### src/design/pvr_pkg.sv
// ----------------------------------------------------------------------------
// pvr_pkg
// Shared types, sizes and codes for the primitive voxel rasterizer.
// ----------------------------------------------------------------------------
package pvr_pkg;

  localparam int MAX_X      = 64;
  localparam int MAX_Y      = 64;
  localparam int MAX_Z      = 16;
  localparam int GRID_CELLS = MAX_X * MAX_Y * MAX_Z;
  localparam int GRID_AW    = $clog2(GRID_CELLS);

  // doubled voxel center and its distance to the doubled shape center
  localparam int CW   = 41;
  // magnitude of that distance, its square and the sum of three squares
  localparam int MW   = 40;
  localparam int SQW  = 80;
  localparam int SUMW = 82;
  localparam int PIPE = 5;

  localparam logic [16:0] COUNT_MAX = 17'h1FFFF;

  localparam logic [2:0] FUNC_BOX    = 3'd0;
  localparam logic [2:0] FUNC_SPHERE = 3'd1;
  localparam logic [2:0] FUNC_CYL    = 3'd2;
  localparam logic [2:0] FUNC_WRITE  = 3'd3;
  localparam logic [2:0] FUNC_READ   = 3'd4;

  localparam logic [2:0] REG_ORIGIN_X = 3'd0;
  localparam logic [2:0] REG_ORIGIN_Y = 3'd1;
  localparam logic [2:0] REG_ORIGIN_Z = 3'd2;
  localparam logic [2:0] REG_STEP_XY  = 3'd3;
  localparam logic [2:0] REG_STEP_Z   = 3'd4;
  localparam logic [2:0] REG_CELLS_X  = 3'd5;
  localparam logic [2:0] REG_CELLS_Y  = 3'd6;
  localparam logic [2:0] REG_CELLS_Z  = 3'd7;

  typedef enum logic [1:0] {
    RES_HOLD,
    RES_ZERO,
    RES_COUNT,
    RES_VOX
  } res_sel_e;

  typedef struct packed {
    logic [2:0]         func;
    logic signed [31:0] pos_x;
    logic signed [31:0] pos_y;
    logic signed [31:0] pos_z;
    logic [30:0]        extent_x;
    logic [30:0]        extent_y;
    logic [30:0]        extent_z;
    logic [7:0]         cost;
    logic signed [15:0] voxel_x;
    logic signed [15:0] voxel_y;
    logic signed [15:0] voxel_z;
  } in_t;

  typedef struct packed {
    logic [16:0] marked_count;
    logic [7:0]  read_value;
    logic        in_range;
  } out_t;

  typedef struct packed {
    logic     load;
    logic     setup;
    logic     issue;
    logic     mark;
    logic     vox_addr;
    logic     vox_exec;
    res_sel_e res_sel;
  } cmd_t;

  typedef struct packed {
    logic sweep_last;
    logic pipe_busy;
  } status_t;

endpackage

### src/design/pvr_ctrl.sv
// ----------------------------------------------------------------------------
// pvr_ctrl
// Sequencer for the clearing pass, shape sweeps and single-voxel accesses.
// ----------------------------------------------------------------------------
module pvr_ctrl (
  input  logic             clk_i,
  input  logic             rst_ni,
  input  logic             start,
  input  logic [2:0]       func_i,
  input  pvr_pkg::status_t status_i,
  output pvr_pkg::cmd_t    cmd_o,
  output logic             busy,
  output logic             done_o
);

  localparam logic [3:0] ST_CLEAR     = 4'd0;
  localparam logic [3:0] ST_CLR_DRAIN = 4'd1;
  localparam logic [3:0] ST_IDLE      = 4'd2;
  localparam logic [3:0] ST_SETUP     = 4'd3;
  localparam logic [3:0] ST_SWEEP     = 4'd4;
  localparam logic [3:0] ST_DRAIN     = 4'd5;
  localparam logic [3:0] ST_VADDR     = 4'd6;
  localparam logic [3:0] ST_VEXEC     = 4'd7;
  localparam logic [3:0] ST_VREAD     = 4'd8;

  logic [3:0] state_q, state_d;
  logic       done_q, done_d;

  always_comb begin
    state_d = state_q;
    done_d  = 1'b0;
    cmd_o   = '0;
    cmd_o.res_sel = pvr_pkg::RES_HOLD;
    unique case (state_q)
      ST_CLEAR: begin
        cmd_o.issue = 1'b1;
        if (status_i.sweep_last) begin
          state_d = ST_CLR_DRAIN;
        end
      end
      ST_CLR_DRAIN: begin
        if (!status_i.pipe_busy) begin
          state_d = ST_IDLE;
        end
      end
      ST_IDLE: begin
        if (start) begin
          cmd_o.load = 1'b1;
          if (func_i == pvr_pkg::FUNC_BOX || func_i == pvr_pkg::FUNC_SPHERE ||
              func_i == pvr_pkg::FUNC_CYL) begin
            state_d = ST_SETUP;
          end else if (func_i == pvr_pkg::FUNC_WRITE || func_i == pvr_pkg::FUNC_READ) begin
            state_d = ST_VADDR;
          end else begin
            // unknown command: empty result right away
            cmd_o.res_sel = pvr_pkg::RES_ZERO;
            done_d        = 1'b1;
          end
        end
      end
      ST_SETUP: begin
        cmd_o.setup = 1'b1;
        state_d     = ST_SWEEP;
      end
      ST_SWEEP: begin
        cmd_o.issue = 1'b1;
        cmd_o.mark  = 1'b1;
        if (status_i.sweep_last) begin
          state_d = ST_DRAIN;
        end
      end
      ST_DRAIN: begin
        if (!status_i.pipe_busy) begin
          cmd_o.res_sel = pvr_pkg::RES_COUNT;
          done_d        = 1'b1;
          state_d       = ST_IDLE;
        end
      end
      ST_VADDR: begin
        cmd_o.vox_addr = 1'b1;
        state_d        = ST_VEXEC;
      end
      ST_VEXEC: begin
        cmd_o.vox_exec = 1'b1;
        state_d        = ST_VREAD;
      end
      ST_VREAD: begin
        cmd_o.res_sel = pvr_pkg::RES_VOX;
        done_d        = 1'b1;
        state_d       = ST_IDLE;
      end
      default: begin
        state_d = ST_CLEAR;
      end
    endcase
  end

  always_ff @(posedge clk_i or negedge rst_ni) begin
    if (!rst_ni) begin
      state_q <= ST_CLEAR;
      done_q  <= 1'b0;
    end else begin
      state_q <= state_d;
      done_q  <= done_d;
    end
  end

  assign busy   = (state_q != ST_IDLE);
  assign done_o = done_q;

`ifndef NO_ASSERTIONS
  a_done_idle: assert property (@(posedge clk_i) disable iff (!rst_ni)
    done_q |-> state_q == ST_IDLE)
    else $error("result strobe outside idle");

  a_setup_from_idle: assert property (@(posedge clk_i) disable iff (!rst_ni)
    state_q == ST_SETUP |-> $past(state_q) == ST_IDLE)
    else $error("sweep setup without accepted command");

  a_vread_after_exec: assert property (@(posedge clk_i) disable iff (!rst_ni)
    state_q == ST_VREAD |-> $past(state_q) == ST_VEXEC)
    else $error("voxel result without memory access");

  a_drain_quiet: assert property (@(posedge clk_i) disable iff (!rst_ni)
    (state_q == ST_DRAIN && !status_i.pipe_busy) |=> !status_i.pipe_busy)
    else $error("sweep pipeline active after drain");
`endif

endmodule

### config.mk
export PLATFORM = sky130hd
export DESIGN_NAME = pvr_ctrl
export DESIGN_NICKNAME = d
export VERILOG_FILES = /design/src/design/pvr_pkg.sv /design/src/design/pvr_ctrl.sv
export SDC_FILE = /design/constraint.sdc
export NUM_CORES = 1
export LEC_CHECK = 0
export ABC_AREA = 1
export BUFFER_PORTS_ARGS = -buffer_cell sky130_fd_sc_hd__buf_2
export CORE_MARGIN = 4
export CORE_UTILIZATION = 30
export CTS_CLUSTER_DIAMETER = 80
export DETAILED_ROUTE_END_ITERATION = 12
export GPL_ROUTABILITY_DRIVEN = 0
export PLACE_DENSITY = 0.64
export SYNTH_ARGS = -nofsm -noshare
export SYNTH_HDL_FRONTEND = slang
export SYNTH_SLANG_ARGS = --single-unit
export TNS_END_PERCENT = 30
### constraint.sdc
create_clock -name clk_i -period 1.15 [get_ports clk_i]
set_clock_uncertainty 0.15 [all_clocks]
set_input_delay 0.23 -clock clk_i [delete_from_list [all_inputs] [get_ports clk_i]]
set_output_delay 0.23 -clock clk_i [all_outputs]
set_load 0.02 [all_outputs]
==> results of run 1 <==
==> per-layer routing <==
metal  vias up  global-route usage [%]
met5         -                       0
met4         0                    1.81
met2        21                    23.3
met1       218                    17.4
li1        273                       -
met3         0                    6.50
==> critical path, stage by stage (launching register included) <==
cell and delay, ns:
dfrtp_2 0.45, nor2_2 0.14, nand3_2 0.14, nand2_1 0.09, buf_2 0.16
==> power by group <==
part | switching [mW] | internal [mW]
Sequential | 0.0918 | 0.258
Clock | 0.0722 | 0.131
Combinational | 0.831 | 0.670
Total | 0.995 | 1.06
==> state kept, by name, summed over array words and instances (netlist names) <==
name and flops:
state_q 4, done_o 1
==> worst paths after layout <==
kind	from	endpoint	slack (ns)	cells past startpoint
max in group asynchronous	rst_ni	state_q[1]	0.53	2
min in group clk_i	start	state_q[1]	0.18	4
worst max-delay path	state_q[1]	cmd_o[1]	-0.45	4
worst min register to register	state_q[0]	state_q[3]	0.49	2
worst min-delay path	rst_ni	done_o	0.18	2
worst max register to register	state_q[1]	state_q[2]	-0.17	7
==> stage by stage <==
| step | worst slack [ns] | total power [mW] | hold WS, ns | instance area, um^2 |
|---|---|---|---|---|
| after floorplan | -0.181 | 1.12 | -0.216 | 423 |
| after global placement | -0.252 | 1.61 | -0.103 | 619 |
| after detailed placement | -0.252 | 1.63 | -0.101 | 619 |
| after CTS | -0.447 | 1.98 | 0.177 | 699 |
| after global routing | -0.522 | 2.24 | 0.184 | 724 |
| final | -0.450 | 2.05 | 0.176 | 724 |
==> cell usage in the layout (no fill, tap or decap), types with 3 or more instances in the layout <==
| cell type | Yosys | final |
|---|---|---|
| nand2_1 | 22 | 17 |
| nand2_2 | 2 | 4 |
| o21ai_1 | 2 | 3 |
| inv_1 | 9 | 8 |
| nand3_1 | 6 | 5 |
| nor2_4 | 1 | 4 |
| buf_2 | 0 | 10 |
| buf_4 | 0 | 17 |
| buf_6 | 1 | 4 |
| nor2_1 | 12 | 7 |
| inv_2 | 4 | 5 |
| dfrtp_1 | 5 | 4 |
| clkbuf_4 | 0 | 3 |
| nand2_4 | 0 | 3 |
==> final cells by class <==
class | instances | area share (%)
inverter | 13 | 6.74
timing repair buffer | 32 | 32.1
sequential | 5 | 17.4
tap | 14 | 2.42
multi-input combinational | 49 | 37.7
clock buffer | 4 | 3.63
==> repair_timing <==
| item | CTS | global route |
|---|---|---|
| endpoints found under the setup margin | 13 | 15 |
| pin swaps | 2 | 3 |
| gates resized for setup | 15 | 8 |
| endpoints found under the hold margin | 5 | 0 |
| setup buffers | 0 | 0 |
| hold buffers | 1 | 0 |
==> cells by family (layout without fill, tap and decap cells) <==
| group | Yosys count | in the layout |
|---|---|---|
| compound gates | 5 | 5 |
| buf+inv | 14 | 49 |
| flops | 5 | 5 |
| simple gates | 44 | 44 |
==> out/metrics.cfg, run 1 <==
[run_status]
status = complete, but fails checks
failed_checks = setup timing

[sta]
setup_violations = 12
slew_headroom_pct = 85.1
setup_tns_ns = -4.17
period_share_pct = 139
slew_violations = 0
hold_viol_final = 0
period_minus_slack_ns = 1.60
tightest_slew_ns = 0.221
fmax_ghz = 0.625
setup_slack_ns = -0.450
rsz0062_at_grt = true

[global_route]
antenna_found_initial = 0
grt_pass1_vias = 505
gr-total-overflow = 0
grt_use_total_pct = 14.2
grt_pass1_wl_mm = 2.08
grt_max_degree = 6

[detailed_routing]
highest_layer = met3
initialDrtViolationCount = 12
via_count = 512
final_antenna_net_count = 0
wl_met3_um = 95
drt_wl_total_mm = 1.19
dr.pass1.iters = 4
wl_per_cell_um = 10.2
via_per_inst = 4.38
route.met2.wl_um = 564
drt-met1-wl_um = 528
drc = 0

[clocking]
cts_buffers = 3
cts_tree = built
h-tree-depth = 1
insertion_delay_ns = 0.24
cts_buffer_depth = 2
root_buffer = clkbuf_4
cts_sinks = 5
clkTransAtPathRegs_ns = 0.04

[yosys]
yosysTopAreaCellShare_pct = 31.4
synth_cell_types = 13
synth_cells = 68
yosys-top-cells-count = 22 x nand2_1, 12 x nor2_1, 9 x inv_1
synth_top_family_by_area = simple AND/OR/NAND/NOR gates
ys_seq_area_share_pct = 31.4
synthSimpleGateAreaFrac_pct = 47.2
synth-async-reset-ratio_pct = 100
yosys_warnings = 0
yosys-top-cells-area = dfrtp_1 31%, nand2_1 21%, nor2_1 11%
yosysMostFrequentCell = nand2_1
synth_compound_area_share_pct = 6.29
yosys.area.top_type = dfrtp_1
synth_edf_count = 0
netlist_area_um2 = 398
ys.flop_type = dfrtp_1
yosys_register_bits = 5
avgSynthCellArea_um2 = 5.85
synth-xor-area-share_pct = 0
synth_mux_area_share_pct = 0
syn-num-nets = 76
synthAdderAreaFrac_pct = 0

[pwr]
vdd_ir_drop_max_uv = 1130
p_leak_nw = 0.432
power_density_mw_per_mm2 = 2830

[critical_path]
crit_path_end_kind = output port
crit_required_ns = 0.77
cp-start-kind = flip-flop
cp_max_fo = 5
crit_type = reg2out
critPathArrivalTime_ns = 1.22

[finish]
multiInputGateArea_um2 = 273
utilization_pct = 61.9
nFillCells = 119
syn2layout_area_growth_pct = 82.1
finalNetCount = 112
final_cells = 117
drive_gt1_share_pct = 52.4
diodes = 0
seqCellArea_um2 = 126

[hold_path]
min_path_type = in2async

[floorplan]
rows = 12
fp.coreArea_mm2 = 0.00117
die-area_mm2 = 0.00197
die_h_um = 44.4
initial_utilization_pct = 34.0
ioPinCount = 18
die_w_um = 44.4

[placement]
portBuffers = 17
numPlacedInstances = 112
hpwl_um = 959

[flow_run]
maxCapViolCount = 0

No activity file was read; power rests on OpenSTA's default activity.
==> inputs of run 2 (changes only) <==
--- a/config.mk
+++ b/config.mk
@@ -7,10 +7,10 @@
 export LEC_CHECK = 0
 export ABC_AREA = 1
 export BUFFER_PORTS_ARGS = -buffer_cell sky130_fd_sc_hd__buf_2
-export CORE_MARGIN = 4
-export CORE_UTILIZATION = 30
+export CORE_AREA = 4 4 41 43
 export CTS_CLUSTER_DIAMETER = 80
 export DETAILED_ROUTE_END_ITERATION = 12
+export DIE_AREA = 0 0 45 47
 export GPL_ROUTABILITY_DRIVEN = 0
 export PLACE_DENSITY = 0.64
 export SYNTH_ARGS = -nofsm -noshare
==> run 2 against run 1 <==
- the flow still finishes with violations (setup timing)
- sequential power is essentially flat
- largest cell class is now non-clock buffers
- clock-buffer cell count shrank 1
- global-route usage shrank 0.86 points
- maximum frequency shrank 0.30%
- hold slack lost 0.019 ns
- die area grew 7.2%
- clock power grew 7%
- non-clock buffer count grew 6
- combinational power grew 7%
- critical path depth grew 2
- largest power group unchanged
- register-to-register slack lost 0.07 ns
==> out/metrics.cfg, run 2 (synthesis gave the netlist of run 1 again) <==
[floorplan]
fp.coreArea_mm2 = 0.00130  ; +11%
rows = 13  ; +1
ioPinCount = 18  ; unchanged
initial_utilization_pct = 30.6  ; -3.4 points
die_w_um = 45  ; +1.3%
die_h_um = 47  ; +5.8%
die-area_mm2 = 0.00212  ; +7.2%

[global_route]
grt_pass1_vias = 513  ; +1.6%
grt_pass1_wl_mm = 1.99  ; -3.9%
antenna_found_initial = 0  ; unchanged
gr-total-overflow = 0  ; unchanged
grt_max_degree = 6  ; unchanged
grt_use_total_pct = 13.3  ; -0.86 points

[critical_path]
crit_type = reg2out
slowest_stage = dfrtp_1
critPathArrivalTime_ns = 1.22  ; about the same
cp.depth = 6  ; +2
crit_family = flip-flops
critPathBufInv = 3  ; +2
r2r_cells = 8  ; +1
crit_path_end_kind = output port
cpPeakStageDelay_ns = 0.42  ; -0.03 ns
cp_max_fo = 4  ; -1
crit_required_ns = 0.77  ; about the same
cp-start-kind = flip-flop
crit_chain = inv_2 > nand2_4 > nor2_4 > inv_2 > nor2_4 > buf_6

[sta]
slew_violations = 0  ; unchanged
tightest_slew_ns = 0.220  ; -0.000675 ns
fmax_ghz = 0.623  ; -0.30%
setup_violations = 13  ; +1
hold_viol_final = 0  ; unchanged
period_minus_slack_ns = 1.60  ; +0.00477 ns
period_share_pct = 140  ; +0.41 points
slew_headroom_pct = 85.2  ; about the same
rsz0062_at_grt = true
setup_tns_ns = -4.50  ; -0.326 ns
setup_slack_ns = -0.454  ; -0.00477 ns
whs_ns = 0.157  ; -0.0190 ns

[detailed_routing]
drc = 0  ; unchanged
dr.pass1.iters = 3  ; -1
initialDrtViolationCount = 4  ; -8
via_count = 534  ; +4.3%
wl_per_cell_um = 9.60  ; -5.5%
via_per_inst = 4.31  ; -1.6%
final_antenna_net_count = 0  ; unchanged
drt_wl_total_mm = 1.19  ; +0.17%

[pwr]
power_density_mw_per_mm2 = 2750  ; -3.0%
p_leak_nw = 0.474  ; +9.7%
total_power_mw = 2.17  ; +5.6%
vdd_ir_drop_max_uv = 1290  ; +14%

[run_status]
failed_checks = setup timing
status = complete, but fails checks

[finish]
finalNetCount = 118  ; +5.4%
fin_area_um2 = 788  ; +8.8%
layout_commonest_cell = buf_4
top_register = state_q
final_cells = 124  ; +6.0%
diodes = 0  ; unchanged
final_cell_mix = 21 x buf_4, 15 x nand2_1, 9 x buf_2
drive_gt1_share_pct = 57.8  ; +5.4 points
utilization_pct = 60.6  ; -1.3 points
largest_register_ffs = 4  ; unchanged
syn2layout_area_growth_pct = 98.1
nFillCells = 123  ; +3.4%

[clocking]
h-tree-depth = 1  ; unchanged
cts_buffers = 3  ; unchanged
root_buffer = clkbuf_4
clkTransAtPathRegs_ns = 0.05  ; about the same
cts_sinks = 5  ; unchanged
cts_tree = built
cts_buffer_depth = 2  ; unchanged
insertion_delay_ns = 0.25  ; about the same

[hold_path]
min_delay_path_depth = 4
min_path_type = in2reg

[placement]
portBuffers = 17  ; unchanged
pre_cts_ws_ns = -0.273  ; -0.0217 ns
hpwl_um = 949  ; -1.0%
numPlacedInstances = 116  ; +3.6%
dpl_cell_area_um2 = 643  ; +3.8%

[flow_run]
maxCapViolCount = 0  ; unchanged

==> run 2: cell types whose count changed in the layout (fill, tap and decap cells not counted) <==
cell / before / now
clkinv_2: 0 / 1
clkbuf_1: 1 / 0
buf_6: 4 / 7
nand3_1: 5 / 4
nand3_2: 1 / 2
buf_2: 10 / 9
nor2_1: 7 / 8
nand2_2: 4 / 6
nor2_4: 4 / 3
nand2_1: 17 / 15
buf_4: 17 / 21
==> run 2: worst paths after layout <==
check	end	slack (ns)	from
max in group asynchronous	state_q[1]	0.54	rst_ni
max	cmd_o[7]	-0.45	state_q[0]
max reg2reg	state_q[2]	-0.24	state_q[0]
min	state_q[1]	0.16	start
min reg2reg	state_q[3]	0.48	state_q[1]
min in group asynchronous	state_q[0]	0.17	rst_ni
==> run 2: where the power goes <==
| group | internal (mW) | switching, mW |
|---|---|---|
| registers | 0.257 | 0.0927 |
| logic | 0.764 | 0.837 |
| clock network | 0.127 | 0.0897 |
| total | 1.15 | 1.02 |
==> run 2: area by class of cell <==
cell class	count	area [um^2]	area share [%]
Clock inverter	1	5.00	0.635
Timing Repair Buffer	38	292	37.0
Sequential cell	5	126	16.0
Clock buffer	3	22.5	2.86
Inverter	13	48.8	6.19
Multi-Input combinational cell	49	275	34.9
Tap cell	15	18.8	2.38
==> run 2: routing by layer <==
layer | vias up | share of wire, % | GRT usage (%)
met4 | 0 | 0 | 3.51
met1 | 228 | 41 | 15.0
met5 | - | 0 | 0
met2 | 18 | 51 | 22.0
met3 | 0 | 7.6 | 7.28
li1 | 288 | - | -
==> run 2: worst min-delay path: stages <==
cell     delay (ns)
buf_2          0.09
nand2_1        0.06
nand2_2        0.08
o21ai_1        0.06
==> run 2: repair_timing <==
item,CTS,global route
endpoints found under the setup margin,14,15
gates resized for setup,20,8
pin swaps,2,3
endpoints found under the hold margin,5,0
hold buffers,1,0
buffers inserted,1,2
